==> src/design/msd_pkg.sv <==
// Shared types, constants and the coefficient table of the stereo downmix.
// Used by every module of the block; depends on nothing.

package msd_pkg;

   // Field widths fixed by the item formats
   localparam int SAMPLE_WIDTH = 16;
   localparam int COEF_W       = 16;
   localparam int ACC_W        = 32;
   localparam int FRAC_W       = 15;
   localparam int CHAN_W       = 3;
   localparam int COUNT_W      = 4;
   localparam int SKIP_W       = 16;
   localparam int CSR_DATA_W   = 16;
   localparam int CSR_INDEX_W  = 2;

   // Defaults for the top-level parameters
   localparam int MAX_CHANNELS_DEFAULT = 8;
   localparam int QUEUE_DEPTH_DEFAULT  = 4;

   // Register indexes
   typedef logic [CSR_INDEX_W-1:0] csr_index_type;
   localparam csr_index_type CSR_CHANNEL_COUNT = 2'd0;
   localparam csr_index_type CSR_DOWNMIX_EN    = 2'd1;
   localparam csr_index_type CSR_PRE_SKIP      = 2'd2;

   localparam logic [COUNT_W-1:0] CHANNEL_COUNT_RESET = 4'd2;

   // Input item
   typedef struct packed {
      logic signed [SAMPLE_WIDTH-1:0] sample_in;
      logic                           packet_last;
   } msd_req_type;

   // Result item
   typedef struct packed {
      logic signed [SAMPLE_WIDTH-1:0] sample_out;
      logic [CHAN_W-1:0]              out_channel;
      logic                           frame_last;
      logic                           packet_end;
   } msd_rsp_type;

   // What the back end does with one queued item
   typedef enum logic [1:0] {
      OP_PASS,   // one result, sample as is
      OP_DUP,    // mono to stereo: two copies
      OP_MIX     // matrix accumulate, two results at frame end
   } op_kind_type;

   typedef struct packed {
      logic [COEF_W-1:0] left;
      logic [COEF_W-1:0] right;
   } coef_pair_type;

   // Queue entry between front and back
   typedef struct packed {
      op_kind_type                    kind;
      logic signed [SAMPLE_WIDTH-1:0] sample;
      logic [CHAN_W-1:0]              pos;
      logic                           last;
      logic                           pkt;
      coef_pair_type                  coef;
   } msd_op_type;

   // Back end status, watched at the top level
   typedef struct packed {
      logic out_load;
      logic s1_valid;
      logic s2_valid;
   } msd_back_status_type;

   // Q0.15 mix coefficients; layout is channel count minus three
   function automatic coef_pair_type mix_coef(input logic [2:0] layout,
                                              input logic [2:0] chan);
      coef_pair_type c;
      c = '{left: 16'd0, right: 16'd0};
      case (layout)
         3'd0: begin
            case (chan)
               3'd0: c = '{left: 16'd19195, right: 16'd0};
               3'd1: c = '{left: 16'd13573, right: 16'd13573};
               3'd2: c = '{left: 16'd0,     right: 16'd19195};
               default: c = '{left: 16'd0,  right: 16'd0};
            endcase
         end
         3'd1: begin
            case (chan)
               3'd0: c = '{left: 16'd13848, right: 16'd0};
               3'd1: c = '{left: 16'd0,     right: 16'd13848};
               3'd2: c = '{left: 16'd11993, right: 16'd6927};
               3'd3: c = '{left: 16'd6927,  right: 16'd11010};
               default: c = '{left: 16'd0,  right: 16'd0};
            endcase
         end
         3'd2: begin
            case (chan)
               3'd0: c = '{left: 16'd21332, right: 16'd0};
               3'd1: c = '{left: 16'd15073, right: 16'd15073};
               3'd2: c = '{left: 16'd0,     right: 16'd21332};
               3'd3: c = '{left: 16'd18468, right: 16'd10663};
               3'd4: c = '{left: 16'd10663, right: 16'd18468};
               default: c = '{left: 16'd0,  right: 16'd0};
            endcase
         end
         3'd3: begin
            case (chan)
               3'd0: c = '{left: 16'd17334, right: 16'd0};
               3'd1: c = '{left: 16'd12259, right: 16'd12259};
               3'd2: c = '{left: 16'd0,     right: 16'd17334};
               3'd3: c = '{left: 16'd15014, right: 16'd8667};
               3'd4: c = '{left: 16'd8667,  right: 16'd15014};
               3'd5: c = '{left: 16'd12259, right: 16'd12259};
               default: c = '{left: 16'd0,  right: 16'd0};
            endcase
         end
         3'd4: begin
            case (chan)
               3'd0: c = '{left: 16'd14919, right: 16'd0};
               3'd1: c = '{left: 16'd10551, right: 16'd10551};
               3'd2: c = '{left: 16'd0,     right: 16'd14919};
               3'd3: c = '{left: 16'd12920, right: 16'd7461};
               3'd4: c = '{left: 16'd7461,  right: 16'd12920};
               3'd5: c = '{left: 16'd9136,  right: 16'd9136};
               3'd6: c = '{left: 16'd10551, right: 16'd10551};
               default: c = '{left: 16'd0,  right: 16'd0};
            endcase
         end
         3'd5: begin
            case (chan)
               3'd0: c = '{left: 16'd12734, right: 16'd0};
               3'd1: c = '{left: 16'd9005,  right: 16'd9005};
               3'd2: c = '{left: 16'd0,     right: 16'd12734};
               3'd3: c = '{left: 16'd11030, right: 16'd6367};
               3'd4: c = '{left: 16'd6367,  right: 16'd11030};
               3'd5: c = '{left: 16'd11030, right: 16'd6367};
               3'd6: c = '{left: 16'd6367,  right: 16'd11030};
               default: c = '{left: 16'd9005, right: 16'd9005};
            endcase
         end
         default: c = '{left: 16'd0, right: 16'd0};
      endcase
      return c;
   endfunction

endpackage

==> src/design/msd_queue.sv <==
// Small FIFO of decoded ops between the front and back ends.
// Depends on msd_pkg for the entry type.

module msd_queue
   import msd_pkg::*;
#(
   parameter int DEPTH = QUEUE_DEPTH_DEFAULT
) (
   input  logic       clock,
   input  logic       reset,
   input  logic       push,
   input  msd_op_type push_data,
   output logic       full,
   input  logic       pop,
   output msd_op_type pop_data,
   output logic       empty
);

   localparam int PTR_W = $clog2(DEPTH);

   msd_op_type       mem_ff [DEPTH];
   logic [PTR_W:0]   wr_ptr_ff, wr_ptr_in;
   logic [PTR_W:0]   rd_ptr_ff, rd_ptr_in;

   // Pointers carry one extra wrap bit
   assign empty = (wr_ptr_ff == rd_ptr_ff);
   assign full  = (wr_ptr_ff[PTR_W-1:0] == rd_ptr_ff[PTR_W-1:0]) &&
                  (wr_ptr_ff[PTR_W] != rd_ptr_ff[PTR_W]);
   assign pop_data = mem_ff[rd_ptr_ff[PTR_W-1:0]];

   always_comb begin
      wr_ptr_in = wr_ptr_ff;
      rd_ptr_in = rd_ptr_ff;
      if (push && !full) begin
         wr_ptr_in = wr_ptr_ff + 1'b1;
      end
      if (pop && !empty) begin
         rd_ptr_in = rd_ptr_ff + 1'b1;
      end
   end

   always_ff @(posedge clock) begin
      if (reset) begin
         wr_ptr_ff <= '0;
         rd_ptr_ff <= '0;
      end else begin
         wr_ptr_ff <= wr_ptr_in;
         rd_ptr_ff <= rd_ptr_in;
      end
   end

   // Entry storage, no reset
   always_ff @(posedge clock) begin
      if (push && !full) begin
         mem_ff[wr_ptr_ff[PTR_W-1:0]] <= push_data;
      end
   end

endmodule

==> src/design/msd_front.sv <==
// Front end: configuration registers, frame position and skip tracking,
// classification of each item into a queued op. Depends on msd_pkg.

module msd_front
   import msd_pkg::*;
#(
   parameter int MAX_CHANNELS = MAX_CHANNELS_DEFAULT
) (
   input  logic                  clock,
   input  logic                  reset,
   input  logic                  csr_valid,
   input  csr_index_type         csr_index,
   input  logic [CSR_DATA_W-1:0] csr_data,
   input  logic                  req_push,
   input  msd_req_type           req_data,
   input  logic                  q_full,
   output logic                  q_push,
   output msd_op_type            q_data
);

   localparam int POS_W = $clog2(MAX_CHANNELS);
   localparam logic [COUNT_W-1:0] MAX_N = COUNT_W'(MAX_CHANNELS);

   logic [COUNT_W-1:0] count_ff, count_in;
   logic               force_ff, force_in;
   logic [SKIP_W-1:0]  skip_ff, skip_in;
   logic [POS_W-1:0]   pos_ff, pos_in;

   logic [COUNT_W-1:0] n;
   logic [POS_W-1:0]   pos;
   logic               last;
   logic               accept;
   op_kind_type        kind;
   logic [2:0]         layout;

   // Effective channel count and position
   always_comb begin
      if (count_ff == '0) begin
         n = COUNT_W'(1);
      end else if (count_ff > MAX_N) begin
         n = MAX_N;
      end else begin
         n = count_ff;
      end
      pos    = (COUNT_W'(pos_ff) >= n) ? '0 : pos_ff;
      last   = ((COUNT_W'(pos) + COUNT_W'(1)) == n);
      layout = 3'(n - COUNT_W'(3));
   end

   // Classify
   always_comb begin
      if (!force_ff || n == COUNT_W'(2)) begin
         kind = OP_PASS;
      end else if (n == COUNT_W'(1)) begin
         kind = OP_DUP;
      end else begin
         kind = OP_MIX;
      end
   end

   assign accept = req_push && !q_full;
   assign q_push = accept && (skip_ff == '0);

   always_comb begin
      q_data.kind   = kind;
      q_data.sample = req_data.sample_in;
      q_data.pos    = CHAN_W'(pos);
      q_data.last   = last;
      q_data.pkt    = req_data.packet_last;
      q_data.coef   = mix_coef(layout, CHAN_W'(pos));
   end

   // Position, skip count and register writes
   always_comb begin
      count_in = count_ff;
      force_in = force_ff;
      skip_in  = skip_ff;
      pos_in   = pos_ff;
      if (accept) begin
         pos_in = last ? '0 : POS_W'(pos + 1'b1);
         if (skip_ff != '0 && last) begin
            skip_in = skip_ff - 1'b1;
         end
      end
      if (csr_valid) begin
         unique case (csr_index)
            CSR_CHANNEL_COUNT: begin
               count_in = csr_data[COUNT_W-1:0];
               pos_in   = '0;
            end
            CSR_DOWNMIX_EN: begin
               force_in = csr_data[0];
               pos_in   = '0;
            end
            CSR_PRE_SKIP: begin
               skip_in = csr_data[SKIP_W-1:0];
            end
            default: begin
               count_in = count_ff;
            end
         endcase
      end
   end

   always_ff @(posedge clock) begin
      if (reset) begin
         count_ff <= CHANNEL_COUNT_RESET;
         force_ff <= 1'b0;
         skip_ff  <= '0;
         pos_ff   <= '0;
      end else begin
         count_ff <= count_in;
         force_ff <= force_in;
         skip_ff  <= skip_in;
         pos_ff   <= pos_in;
      end
   end

endmodule

==> src/design/msd_back.sv <==
// Back end: multiply stage, saturating accumulate stage and the result
// emitter with its output register. Depends on msd_pkg.

module msd_back
   import msd_pkg::*;
(
   input  logic                clock,
   input  logic                reset,
   input  logic                q_empty,
   input  msd_op_type          q_data,
   output logic                q_pop,
   input  logic                rsp_pop,
   output logic                rsp_empty,
   output msd_rsp_type         rsp_data,
   output msd_back_status_type status
);

   localparam int PROD_W = SAMPLE_WIDTH + COEF_W;
   localparam int SUM_W  = ((PROD_W > ACC_W) ? PROD_W : ACC_W) + 1;
   localparam int RND_W  = ACC_W + 1;
   localparam int Q_W    = RND_W - FRAC_W;

   localparam logic signed [SUM_W-1:0] ACC_MAX =
      {{(SUM_W-ACC_W+1){1'b0}}, {(ACC_W-1){1'b1}}};
   localparam logic signed [SUM_W-1:0] ACC_MIN =
      {{(SUM_W-ACC_W+1){1'b1}}, {(ACC_W-1){1'b0}}};
   localparam logic signed [RND_W-1:0] HALF = RND_W'(1 << (FRAC_W - 1));
   localparam logic signed [Q_W-1:0] SMP_MAX =
      {{(Q_W-SAMPLE_WIDTH+1){1'b0}}, {(SAMPLE_WIDTH-1){1'b1}}};
   localparam logic signed [Q_W-1:0] SMP_MIN =
      {{(Q_W-SAMPLE_WIDTH+1){1'b1}}, {(SAMPLE_WIDTH-1){1'b0}}};

   // Stage 1: products
   logic                     s1_valid_ff, s1_valid_in;
   msd_op_type               s1_op_ff;
   logic signed [PROD_W-1:0] prod_l_ff, prod_r_ff;
   logic signed [PROD_W-1:0] prod_l, prod_r;

   // Stage 2: accumulators and pending results
   logic                     s2_valid_ff, s2_valid_in;
   msd_op_type               s2_op_ff;
   logic signed [ACC_W-1:0]  acc_l_ff, acc_r_ff;
   logic                     phase_ff, phase_in;

   // Output register
   logic                     out_valid_ff, out_valid_in;
   msd_rsp_type              out_ff, out_in;

   logic adv1, adv2, s2_done, out_free, out_load, two, none, load_acc;
   logic signed [SAMPLE_WIDTH-1:0] rnd_l, rnd_r;
   logic signed [ACC_W-1:0]  sum_l, sum_r;

   // Saturating add to the accumulator range
   function automatic logic signed [ACC_W-1:0] sat_add(
      input logic signed [ACC_W-1:0]  a,
      input logic signed [PROD_W-1:0] b);
      logic signed [SUM_W-1:0] t;
      t = SUM_W'(a) + SUM_W'(b);
      if (t > ACC_MAX) begin
         t = ACC_MAX;
      end else if (t < ACC_MIN) begin
         t = ACC_MIN;
      end
      return t[ACC_W-1:0];
   endfunction

   // Round half up to Q1.15 and saturate to the sample range
   function automatic logic signed [SAMPLE_WIDTH-1:0] round_sat(
      input logic signed [ACC_W-1:0] a);
      logic signed [RND_W-1:0] t;
      logic signed [Q_W-1:0]   q;
      t = RND_W'(a) + HALF;
      q = t[RND_W-1:FRAC_W];
      if (q > SMP_MAX) begin
         q = SMP_MAX;
      end else if (q < SMP_MIN) begin
         q = SMP_MIN;
      end
      return q[SAMPLE_WIDTH-1:0];
   endfunction

   assign prod_l = q_data.sample * $signed(q_data.coef.left);
   assign prod_r = q_data.sample * $signed(q_data.coef.right);

   // Emitter control
   always_comb begin
      two      = (s2_op_ff.kind == OP_DUP) || (s2_op_ff.kind == OP_MIX && s2_op_ff.last);
      none     = (s2_op_ff.kind == OP_MIX) && !s2_op_ff.last;
      out_free = !out_valid_ff || rsp_pop;
      out_load = s2_valid_ff && !none && out_free;
      s2_done  = s2_valid_ff && (none || (out_free && (!two || phase_ff)));
      adv2     = !s2_valid_ff || s2_done;
      adv1     = !s1_valid_ff || adv2;
      q_pop    = adv1 && !q_empty;
      load_acc = adv2 && s1_valid_ff && (s1_op_ff.kind == OP_MIX);
   end

   // Accumulate; a frame start ignores the old sums
   always_comb begin
      sum_l = sat_add((s1_op_ff.pos == '0) ? '0 : acc_l_ff, prod_l_ff);
      sum_r = sat_add((s1_op_ff.pos == '0) ? '0 : acc_r_ff, prod_r_ff);
      rnd_l = round_sat(acc_l_ff);
      rnd_r = round_sat(acc_r_ff);
   end

   // Result selection
   always_comb begin
      out_in = out_ff;
      if (!two) begin
         out_in.sample_out  = s2_op_ff.sample;
         out_in.out_channel = s2_op_ff.pos;
         out_in.frame_last  = s2_op_ff.last;
         out_in.packet_end  = s2_op_ff.pkt;
      end else if (!phase_ff) begin
         out_in.sample_out  = (s2_op_ff.kind == OP_MIX) ? rnd_l : s2_op_ff.sample;
         out_in.out_channel = CHAN_W'(0);
         out_in.frame_last  = 1'b0;
         out_in.packet_end  = 1'b0;
      end else begin
         out_in.sample_out  = (s2_op_ff.kind == OP_MIX) ? rnd_r : s2_op_ff.sample;
         out_in.out_channel = CHAN_W'(1);
         out_in.frame_last  = 1'b1;
         out_in.packet_end  = s2_op_ff.pkt;
      end
   end

   // Control next state
   always_comb begin
      s1_valid_in  = adv1 ? !q_empty : s1_valid_ff;
      s2_valid_in  = adv2 ? s1_valid_ff : s2_valid_ff;
      phase_in     = phase_ff;
      if (s2_done) begin
         phase_in = 1'b0;
      end else if (out_load && two) begin
         phase_in = 1'b1;
      end
      out_valid_in = out_load ? 1'b1 : (rsp_pop ? 1'b0 : out_valid_ff);
   end

   always_ff @(posedge clock) begin
      if (reset) begin
         s1_valid_ff  <= 1'b0;
         s2_valid_ff  <= 1'b0;
         phase_ff     <= 1'b0;
         out_valid_ff <= 1'b0;
      end else begin
         s1_valid_ff  <= s1_valid_in;
         s2_valid_ff  <= s2_valid_in;
         phase_ff     <= phase_in;
         out_valid_ff <= out_valid_in;
      end
   end

   // Datapath registers, no reset
   always_ff @(posedge clock) begin
      if (adv1) begin
         s1_op_ff  <= q_data;
         prod_l_ff <= prod_l;
         prod_r_ff <= prod_r;
      end
      if (adv2) begin
         s2_op_ff <= s1_op_ff;
      end
      if (load_acc) begin
         acc_l_ff <= sum_l;
         acc_r_ff <= sum_r;
      end
      if (out_load) begin
         out_ff <= out_in;
      end
   end

   assign rsp_empty = !out_valid_ff;
   assign rsp_data  = out_ff;

   assign status.out_load = out_load;
   assign status.s1_valid = s1_valid_ff;
   assign status.s2_valid = s2_valid_ff;

endmodule

==> src/design/multichannel_stereo_downmix.sv <==
// Top level of the surround-to-stereo downmix: front end, op queue, back end.
// Depends on msd_pkg, msd_front, msd_queue and msd_back.
//
// Usage:
// - Input is a queue port: one interleaved PCM sample per item on req_data,
//   taken when req_push is high and req_full is low.
// - Results are a queue port: the oldest result sits on rsp_data while
//   rsp_empty is low and leaves when rsp_pop is high.
// - Registers (channel count, stereo downmix enable, pre-skip frames) are
//   written over csr_valid/csr_ready with csr_index and csr_data; csr_ready
//   is always high. Write them only while no item is in flight.
// - Path: an item once taken passes through the queue, the multiply stage and
//   the accumulate stage to the output register, which drives rsp_data.
// - Throughput: one item per cycle while req_full is low. The output register
//   hands out one result per cycle, so an item giving a left/right pair (mono
//   copy, end of a mixed frame) holds the back end until both are loaded; the
//   op queue absorbs it. Skipped frames and mid-frame mixed samples give no result.
// - Reset: synchronous; empties the queue and pipeline, channel count goes to
//   2, downmix enable and the skip count to 0.
// - When the receiver stops popping, the output register holds its result,
//   the back end stops, the queue fills and req_full rises.

module multichannel_stereo_downmix
   import msd_pkg::*;
#(
   parameter int MAX_CHANNELS = MAX_CHANNELS_DEFAULT,
   parameter int QUEUE_DEPTH  = QUEUE_DEPTH_DEFAULT
) (
   input  logic                  clock,
   input  logic                  reset,
   input  logic                  req_push,
   output logic                  req_full,
   input  msd_req_type           req_data,
   output logic                  rsp_empty,
   input  logic                  rsp_pop,
   output msd_rsp_type           rsp_data,
   input  logic                  csr_valid,
   output logic                  csr_ready,
   input  csr_index_type         csr_index,
   input  logic [CSR_DATA_W-1:0] csr_data
);

   logic                q_push, q_pop, q_full, q_empty;
   msd_op_type          q_in, q_out;
   msd_back_status_type back_status;

   assign csr_ready = 1'b1;
   assign req_full  = q_full;

   msd_front #(
      .MAX_CHANNELS(MAX_CHANNELS)
   ) u_front (
      .clock    (clock),
      .reset    (reset),
      .csr_valid(csr_valid && csr_ready),
      .csr_index(csr_index),
      .csr_data (csr_data),
      .req_push (req_push),
      .req_data (req_data),
      .q_full   (q_full),
      .q_push   (q_push),
      .q_data   (q_in)
   );

   msd_queue #(
      .DEPTH(QUEUE_DEPTH)
   ) u_queue (
      .clock    (clock),
      .reset    (reset),
      .push     (q_push),
      .push_data(q_in),
      .full     (q_full),
      .pop      (q_pop),
      .pop_data (q_out),
      .empty    (q_empty)
   );

   msd_back u_back (
      .clock    (clock),
      .reset    (reset),
      .q_empty  (q_empty),
      .q_data   (q_out),
      .q_pop    (q_pop),
      .rsp_pop  (rsp_pop),
      .rsp_empty(rsp_empty),
      .rsp_data (rsp_data),
      .status   (back_status)
   );

   // Reset leaves nothing to deliver and room for input
   a_reset_clean: assert property (@(posedge clock)
      reset |=> (rsp_empty && !req_full && !back_status.s1_valid && !back_status.s2_valid))
      else $error("state not cleared after reset");

   // A new result never overwrites one still waiting
   a_no_overwrite: assert property (@(posedge clock) disable iff (reset)
      back_status.out_load |-> (rsp_empty || rsp_pop))
      else $error("output register overwritten");

   // The back end only pulls ops that exist
   a_pop_nonempty: assert property (@(posedge clock) disable iff (reset)
      q_pop |-> !q_empty)
      else $error("op queue popped while empty");

   // A loaded result is visible in the next cycle
   a_load_shows: assert property (@(posedge clock) disable iff (reset)
      back_status.out_load |=> !rsp_empty)
      else $error("loaded result not presented");

endmodule

==> config.mk <==
export PLATFORM = sky130hd
export DESIGN_NAME = multichannel_stereo_downmix
export DESIGN_NICKNAME = d
export VERILOG_FILES = /design/src/design/msd_pkg.sv /design/src/design/msd_queue.sv /design/src/design/msd_front.sv /design/src/design/msd_back.sv /design/src/design/multichannel_stereo_downmix.sv
export SDC_FILE = /design/constraint.sdc
export NUM_CORES = 2
export LEC_CHECK = 0
export ABC_AREA = 1
export BUFFER_PORTS_ARGS = -buffer_cell sky130_fd_sc_hd__buf_2
export CORE_ASPECT_RATIO = 0.8
export CORE_MARGIN = 1
export CORE_UTILIZATION = 60
export CTS_CLUSTER_DIAMETER = 40
export DETAILED_ROUTE_END_ITERATION = 10
export PLACE_DENSITY = 0.76
export SLEW_MARGIN = 20
export SYNTH_ARGS = -nofsm -noshare
export SYNTH_HDL_FRONTEND = slang
export SYNTH_HIERARCHICAL = 1
export SYNTH_SLANG_ARGS = --single-unit
==> constraint.sdc <==
create_clock -name clock -period 10.4 [get_ports clock]
set_clock_uncertainty 0.05 [all_clocks]
set_input_delay 2.08 -clock clock [delete_from_list [all_inputs] [get_ports clock]]
set_output_delay 2.08 -clock clock [all_outputs]
set_load 0.02 [all_outputs]
* Yosys cells after proc, flatten, opt, wreduce, memory -nomap -nowiden *
Memory sizes are Yosys's and may differ from the RTL's. A register that Yosys moved wholly into a read port is not among the register bits.
Cells that the tools add are included.

word-level totals
  input bits = 40
  memory bits (read-only) = 0
  register bits = 229
  latch bits = 0
  bits in writable memories = 220
  memories = 1
  output and inout bits = 24
  word-level logic and storage cells = 159

memories
  name            words  bits a word  read ports  clocked after Yosys merged registers in  wr ports  RTL line         text
  u_queue.mem_ff  4      55           1           1                                        1         msd_queue.sv:21  msd_op_type mem_ff [DEPTH];

cells by class
  div/mod/pow operators = 0
  $mul = 2
  order comparisons = 10
  $add $sub $neg = 10
  reduce and logical (&&, ||, !) cells = 48
  shift operators = 0
  bitwise gates (word level) = 0
  mux-type cells = 38
  eq/ne operators = 22

operator list
  operator                                                                 number
  31-bit case mux with 5 select lines                                      2
  30-bit case mux with 4 select lines                                      2
  32-bit case mux with 6 select lines                                      1
  30-bit case mux with 6 select lines                                      1
  16-bit two-way mux                                                       10
  32-bit two-way mux                                                       4
  31-bit case mux with 3 select lines                                      1
  32-bit by 16-bit adder with 33-bit output (second input constant)        2
  32-bit by 32-bit adder with 33-bit output                                2
  33-bit by 32-bit > comparator with 1-bit output (second input constant)  2
  33-bit by 32-bit < comparator with 1-bit output (second input constant)  2
  16-bit by 16-bit multiplier with 32-bit output                           2
  21-bit two-way mux                                                       2
  18-bit by 16-bit > comparator with 1-bit output (second input constant)  2
  18-bit by 16-bit < comparator with 1-bit output (second input constant)  2
  1-bit logical AND                                                        16
  16-bit logical NOT                                                       1
  16-bit nonzero test                                                      1
  16-bit by 1-bit subtractor with 16-bit output (second input constant)    1
  3-bit == test (second input constant)                                    5
  3-bit two-way mux                                                        5
  3-bit by 2-bit == test with 1-bit output (second input constant)         4
  2-bit OR reduction                                                       6
  3-bit by 1-bit adder with 3-bit output (second input constant)           3
  23 further kinds                                                         51

* Logic depth before layout (Yosys ltp) *
  depth in word-level cells = 14
  depth in mapped cells = 35
  mapped depth without buffers = 30

* By module *
Netlist, hierarchy kept.

modules (own cells, without submodules)
  module                       cells an instance  area an instance (um^2)  sequential area each (um^2)  times used
  msd_back                     4358               33797.4                  5935.7                       1
  msd_queue                    608                8642.0                   6766.5                       1
  msd_front                    536                3029.2                   480.5                        1
  multichannel_stereo_downmix  2                  11.3                     0.0                          1

* Least setup slack after synthesis *
Ideal clock, no wire load.

  kind = register to register
  from = reg (tool-made name)
  to = reg u_back.prod_r_ff[31], data pin
  period minus slack after synthesis = 6.763 ns
  setup slack = 3.637 ns
  library setup time = 0.258 ns
  stages on the path, launching flop included = 29
  required time = 10.092 ns
  buffers on the path = 5
  arrival = 6.455 ns
  cell sequence = dfxtp_1 > buf_6 > inv_2 > buf_6 > buf_6 > nor2_1 > o22ai_1 > clkbuf_1 > clkbuf_1 > nand2_1 > fa_1 > inv_1 > fa_1 > fa_1 > fa_1 > inv_1 > fa_1 > fa_1 > inv_1 > ha_1 > inv_1 > nor3_1 > nand2_1 > nor4_1 > nand2_1 > inv_1 > nor2_1 > nand2_1 > nand2_1

RTL lines
  element               RTL line         text
  to (signal assigned)  msd_back.sv:159  prod_r_ff <= prod_r;
  to (decl)             msd_back.sv:36   logic signed [PROD_W-1:0] prod_l_ff, prod_r_ff;

==> summary.md <==
| Metric | Value |
|---|---|
| Critical R2R Capture | `u_back/prod_l_ff[20]$_DFFE_PN_` |
| Cell family with most CP delay | `adder cells` |
| Cell count after synthesis | `5501` |
| Number of warnings printed during yosys synthesis | `6` |
| Antenna-violating nets left | `0` |
| Final hold slack | `370.9 ps` |
| Class of the most critical hold timing path | `reg2reg` |
| Cell chain of the critical path | `buf_4 -> o21ai_0 -> o22ai_2 -> buf_4 -> nand2_1 -> fa_1 -> fa_1 -> fa_1 -> inv_1 -> fa_1 -> fa_1 -> inv_1 -> fa_1 -> inv_1 -> ha_1 -> a21o_1 -> a21boi_0 -> o21ai_0 -> a21oi_1 -> o21ai_0 -> xor2_1` |
| Vias per inst | `5.383` |
| Relative slew margins | `27.39%` |
| Post-cts sizing count | `0` |
| Core Region | `0.07439 mm²` |
| Endpoint class of the critical path | `flop` |
| Reg clk slew, reported paths | `60 ps` |
| Data required time of the critical path | `10740 ps` |
| Achievable clock frequency | `126.2 MHz` |
| Longest Clk Path Bufs | `3` |
| Area grow syn2layout | `7.082%` |
| Area of the multi-input gates | `0.02651 mm²` |
| Source-to-sink clock delay at the later pin of the worst-skew pair | `660 ps` |
| Max Cap Violations | `0` |
| Global placer's final weighted congestion | `1.003` |
| Total count of max-transition violations in the final report | `0` |
| Highest cell delay on the worst timing path | `870 ps` |
| Run status | `completed` |
| Root Driver | `sky130_fd_sc_hd__clkbuf_16` |
| GRT Residual Overflow | `0` |
| Drt first pass iters | `6` |
| Number of antenna violations at the first check in global routing | `0` |
| Slew at the pin closest to its max-slew limit | `1089 ps` |
| FP Rows | `89` |
| Total number of H-tree levels | `2` |
| Count of nets after finishing | `6303` |
| Startpoint class of the critical path | `flop` |
| Total die area | `0.07687 mm²` |
| Critical Path Fanout Max | `82` |
| Per-instance average area after synthesis | `8.263 µm²` |
| Shortest period the worst path allows | `7925 ps` |
| Num ports | `64` |
| # port buffers | `62` |
| Post-route clock period utilization | `76.20%` |
| Worst reg2reg path depth | `21` |
| Die height | `248.2 µm` |
| Starting density of the core | `61.11%` |
| Hold buffers post-CTS | `0` |
| Wirelength, routed | `113200 µm` |
| Via count of the first global-routing pass | `35410` |
| Clock buffer count from CTS | `60` |
| GRT Overall Usage | `30.42%` |
| Share of cells above drive strength 1 | `5.829%` |
| Number of buffers and inverters on the critical path | `5` |
| First-pass GRT wire length | `183900 µm` |
| Critical Path End | `u_back/prod_l_ff[20]$_DFFE_PN_` |
| Clock tree from TritonCTS | `yes` |
| Crit path max-delay cell type | `sky130_fd_sc_hd__o22ai_2` |
| Total negative slack | `0 ps` |
| RSZ-0062 raised after global routing | `false` |
| DRC marker count from the first detailed-route iteration | `3185` |
| Most common cell type on the critical path | `sky130_fd_sc_hd__fa_1` |
| Chip width | `309.7 µm` |
| Hold Fails Final Rpt | `0` |
| Final-report setup violation count | `0` |
| Buffers inserted by post-CTS timing repair | `0` |
| Total via count after detailed routing | `35220` |
| Syn Std Cell Area | `0.04546 mm²` |
| Storage cell area | `0.01319 mm²` |
| DRC violations left | `0` |
| Detailed placement HPWL | `86270 µm` |
| Data arrival time of the worst path | `8270 ps` |
| Instance count on the critical path | `21` |
| Pin count of the biggest net entering global routing | `83` |
| Wire length per cell | `17.30 µm` |
| Category of the most critical setup path | `reg2reg` |
| Reg-to-reg slack, setup | `2480 ps` |
| Filler Cell Count | `6225` |
| Number of sinks driven by the clock tree | `451` |
## cell usage in the layout (no fill, tap or decap), types with 50 or more instances in the layout
cell type                   count
sky130_fd_sc_hd__nand3_1      179
sky130_fd_sc_hd__a21oi_1      157
sky130_fd_sc_hd__buf_4         64
sky130_fd_sc_hd__xor2_1       109
sky130_fd_sc_hd__nor2_1       479
sky130_fd_sc_hd__nor3_1        50
sky130_fd_sc_hd__buf_2         62
sky130_fd_sc_hd__nand2_1     1327
sky130_fd_sc_hd__fa_1         526
sky130_fd_sc_hd__edfxtp_1     415
sky130_fd_sc_hd__clkbuf_16     61
sky130_fd_sc_hd__ha_1         247
sky130_fd_sc_hd__o21ai_1       50
sky130_fd_sc_hd__nand4_1       51
sky130_fd_sc_hd__inv_1       1273
sky130_fd_sc_hd__o21ai_0      146
## sequential cells by signal, indices dropped and copies added, names as in the netlist, 3 cells and up, named ones only
| signal | count |
|---|---|
| u_back/rsp_data | 21 |
| u_back/acc_l_ff | 32 |
| u_front/pos_ff | 3 |
| u_back/s1_op_ff | 23 |
| u_front/skip_ff | 16 |
| u_back/prod_l_ff | 32 |
| u_back/s2_op_ff | 23 |
| u_back/prod_r_ff | 32 |
| u_queue/mem_ff | 220 |
| u_front/count_ff | 4 |
| u_queue/rd_ptr_ff | 3 |
| u_back/acc_r_ff | 32 |
| u_queue/wr_ptr_ff | 3 |
## layer usage
layer,global-route usage [%],up-vias,part of all wire [%]
li1,-,16750,-
met1,43.87,16960,44
met2,47.70,1351,45
met3,5.590,168,8.7
met4,7.578,0,2.0
met5,0,-,0
## final cells by class
class                   instances  share of cell area (%)
diodes                          1                0.005141
clock buffers                  69                   3.280
clock inverters                44                  0.9870
inverters                    1292                   9.981
multi-input cells            3559                   54.46
flip-flops and latches        451                   27.09
well taps                    1001                   2.573
repair buffers                126                   1.625
## worst min path at each step
stage                                              from                            end  slack, ps  cells after the start
final                     u_back/s1_op_ff[32]$_DFFE_PN_  u_back/s2_op_ff[32]$_DFFE_PP_        370                      0
after global routing      u_back/s1_op_ff[46]$_DFFE_PN_  u_back/s2_op_ff[46]$_DFFE_PP_        390                      0
after CTS                 u_back/s1_op_ff[46]$_DFFE_PN_  u_back/s2_op_ff[46]$_DFFE_PP_        370                      0
after detailed placement  u_back/s1_op_ff[41]$_DFFE_PN_  u_back/s2_op_ff[41]$_DFFE_PP_        360                      0
after global placement    u_back/s1_op_ff[39]$_DFFE_PN_  u_back/s2_op_ff[39]$_DFFE_PP_        350                      0
after floorplan           u_back/s1_op_ff[32]$_DFFE_PN_  u_back/s2_op_ff[32]$_DFFE_PP_        350                      0
## per-stage QoR
| stage | util, % | area, µm² | cells | worst slack, ps |
|---|---|---|---|---|
| global route | 65.43 | 48670 | 6542 | 1978 |
| floorplan | - | 45460 | 5502 | 3637 |
| global placement | 62.64 | 46600 | 6429 | 2701 |
| finish | 65.44 | 48680 | 6543 | 2475 |
| detailed placement | 62.64 | 46600 | 6429 | 2548 |
| CTS | 65.43 | 48670 | 6542 | 2532 |
Power is not shown: default switching activity piles up to over one toggle a cycle in this logic, so the estimate is an artifact.
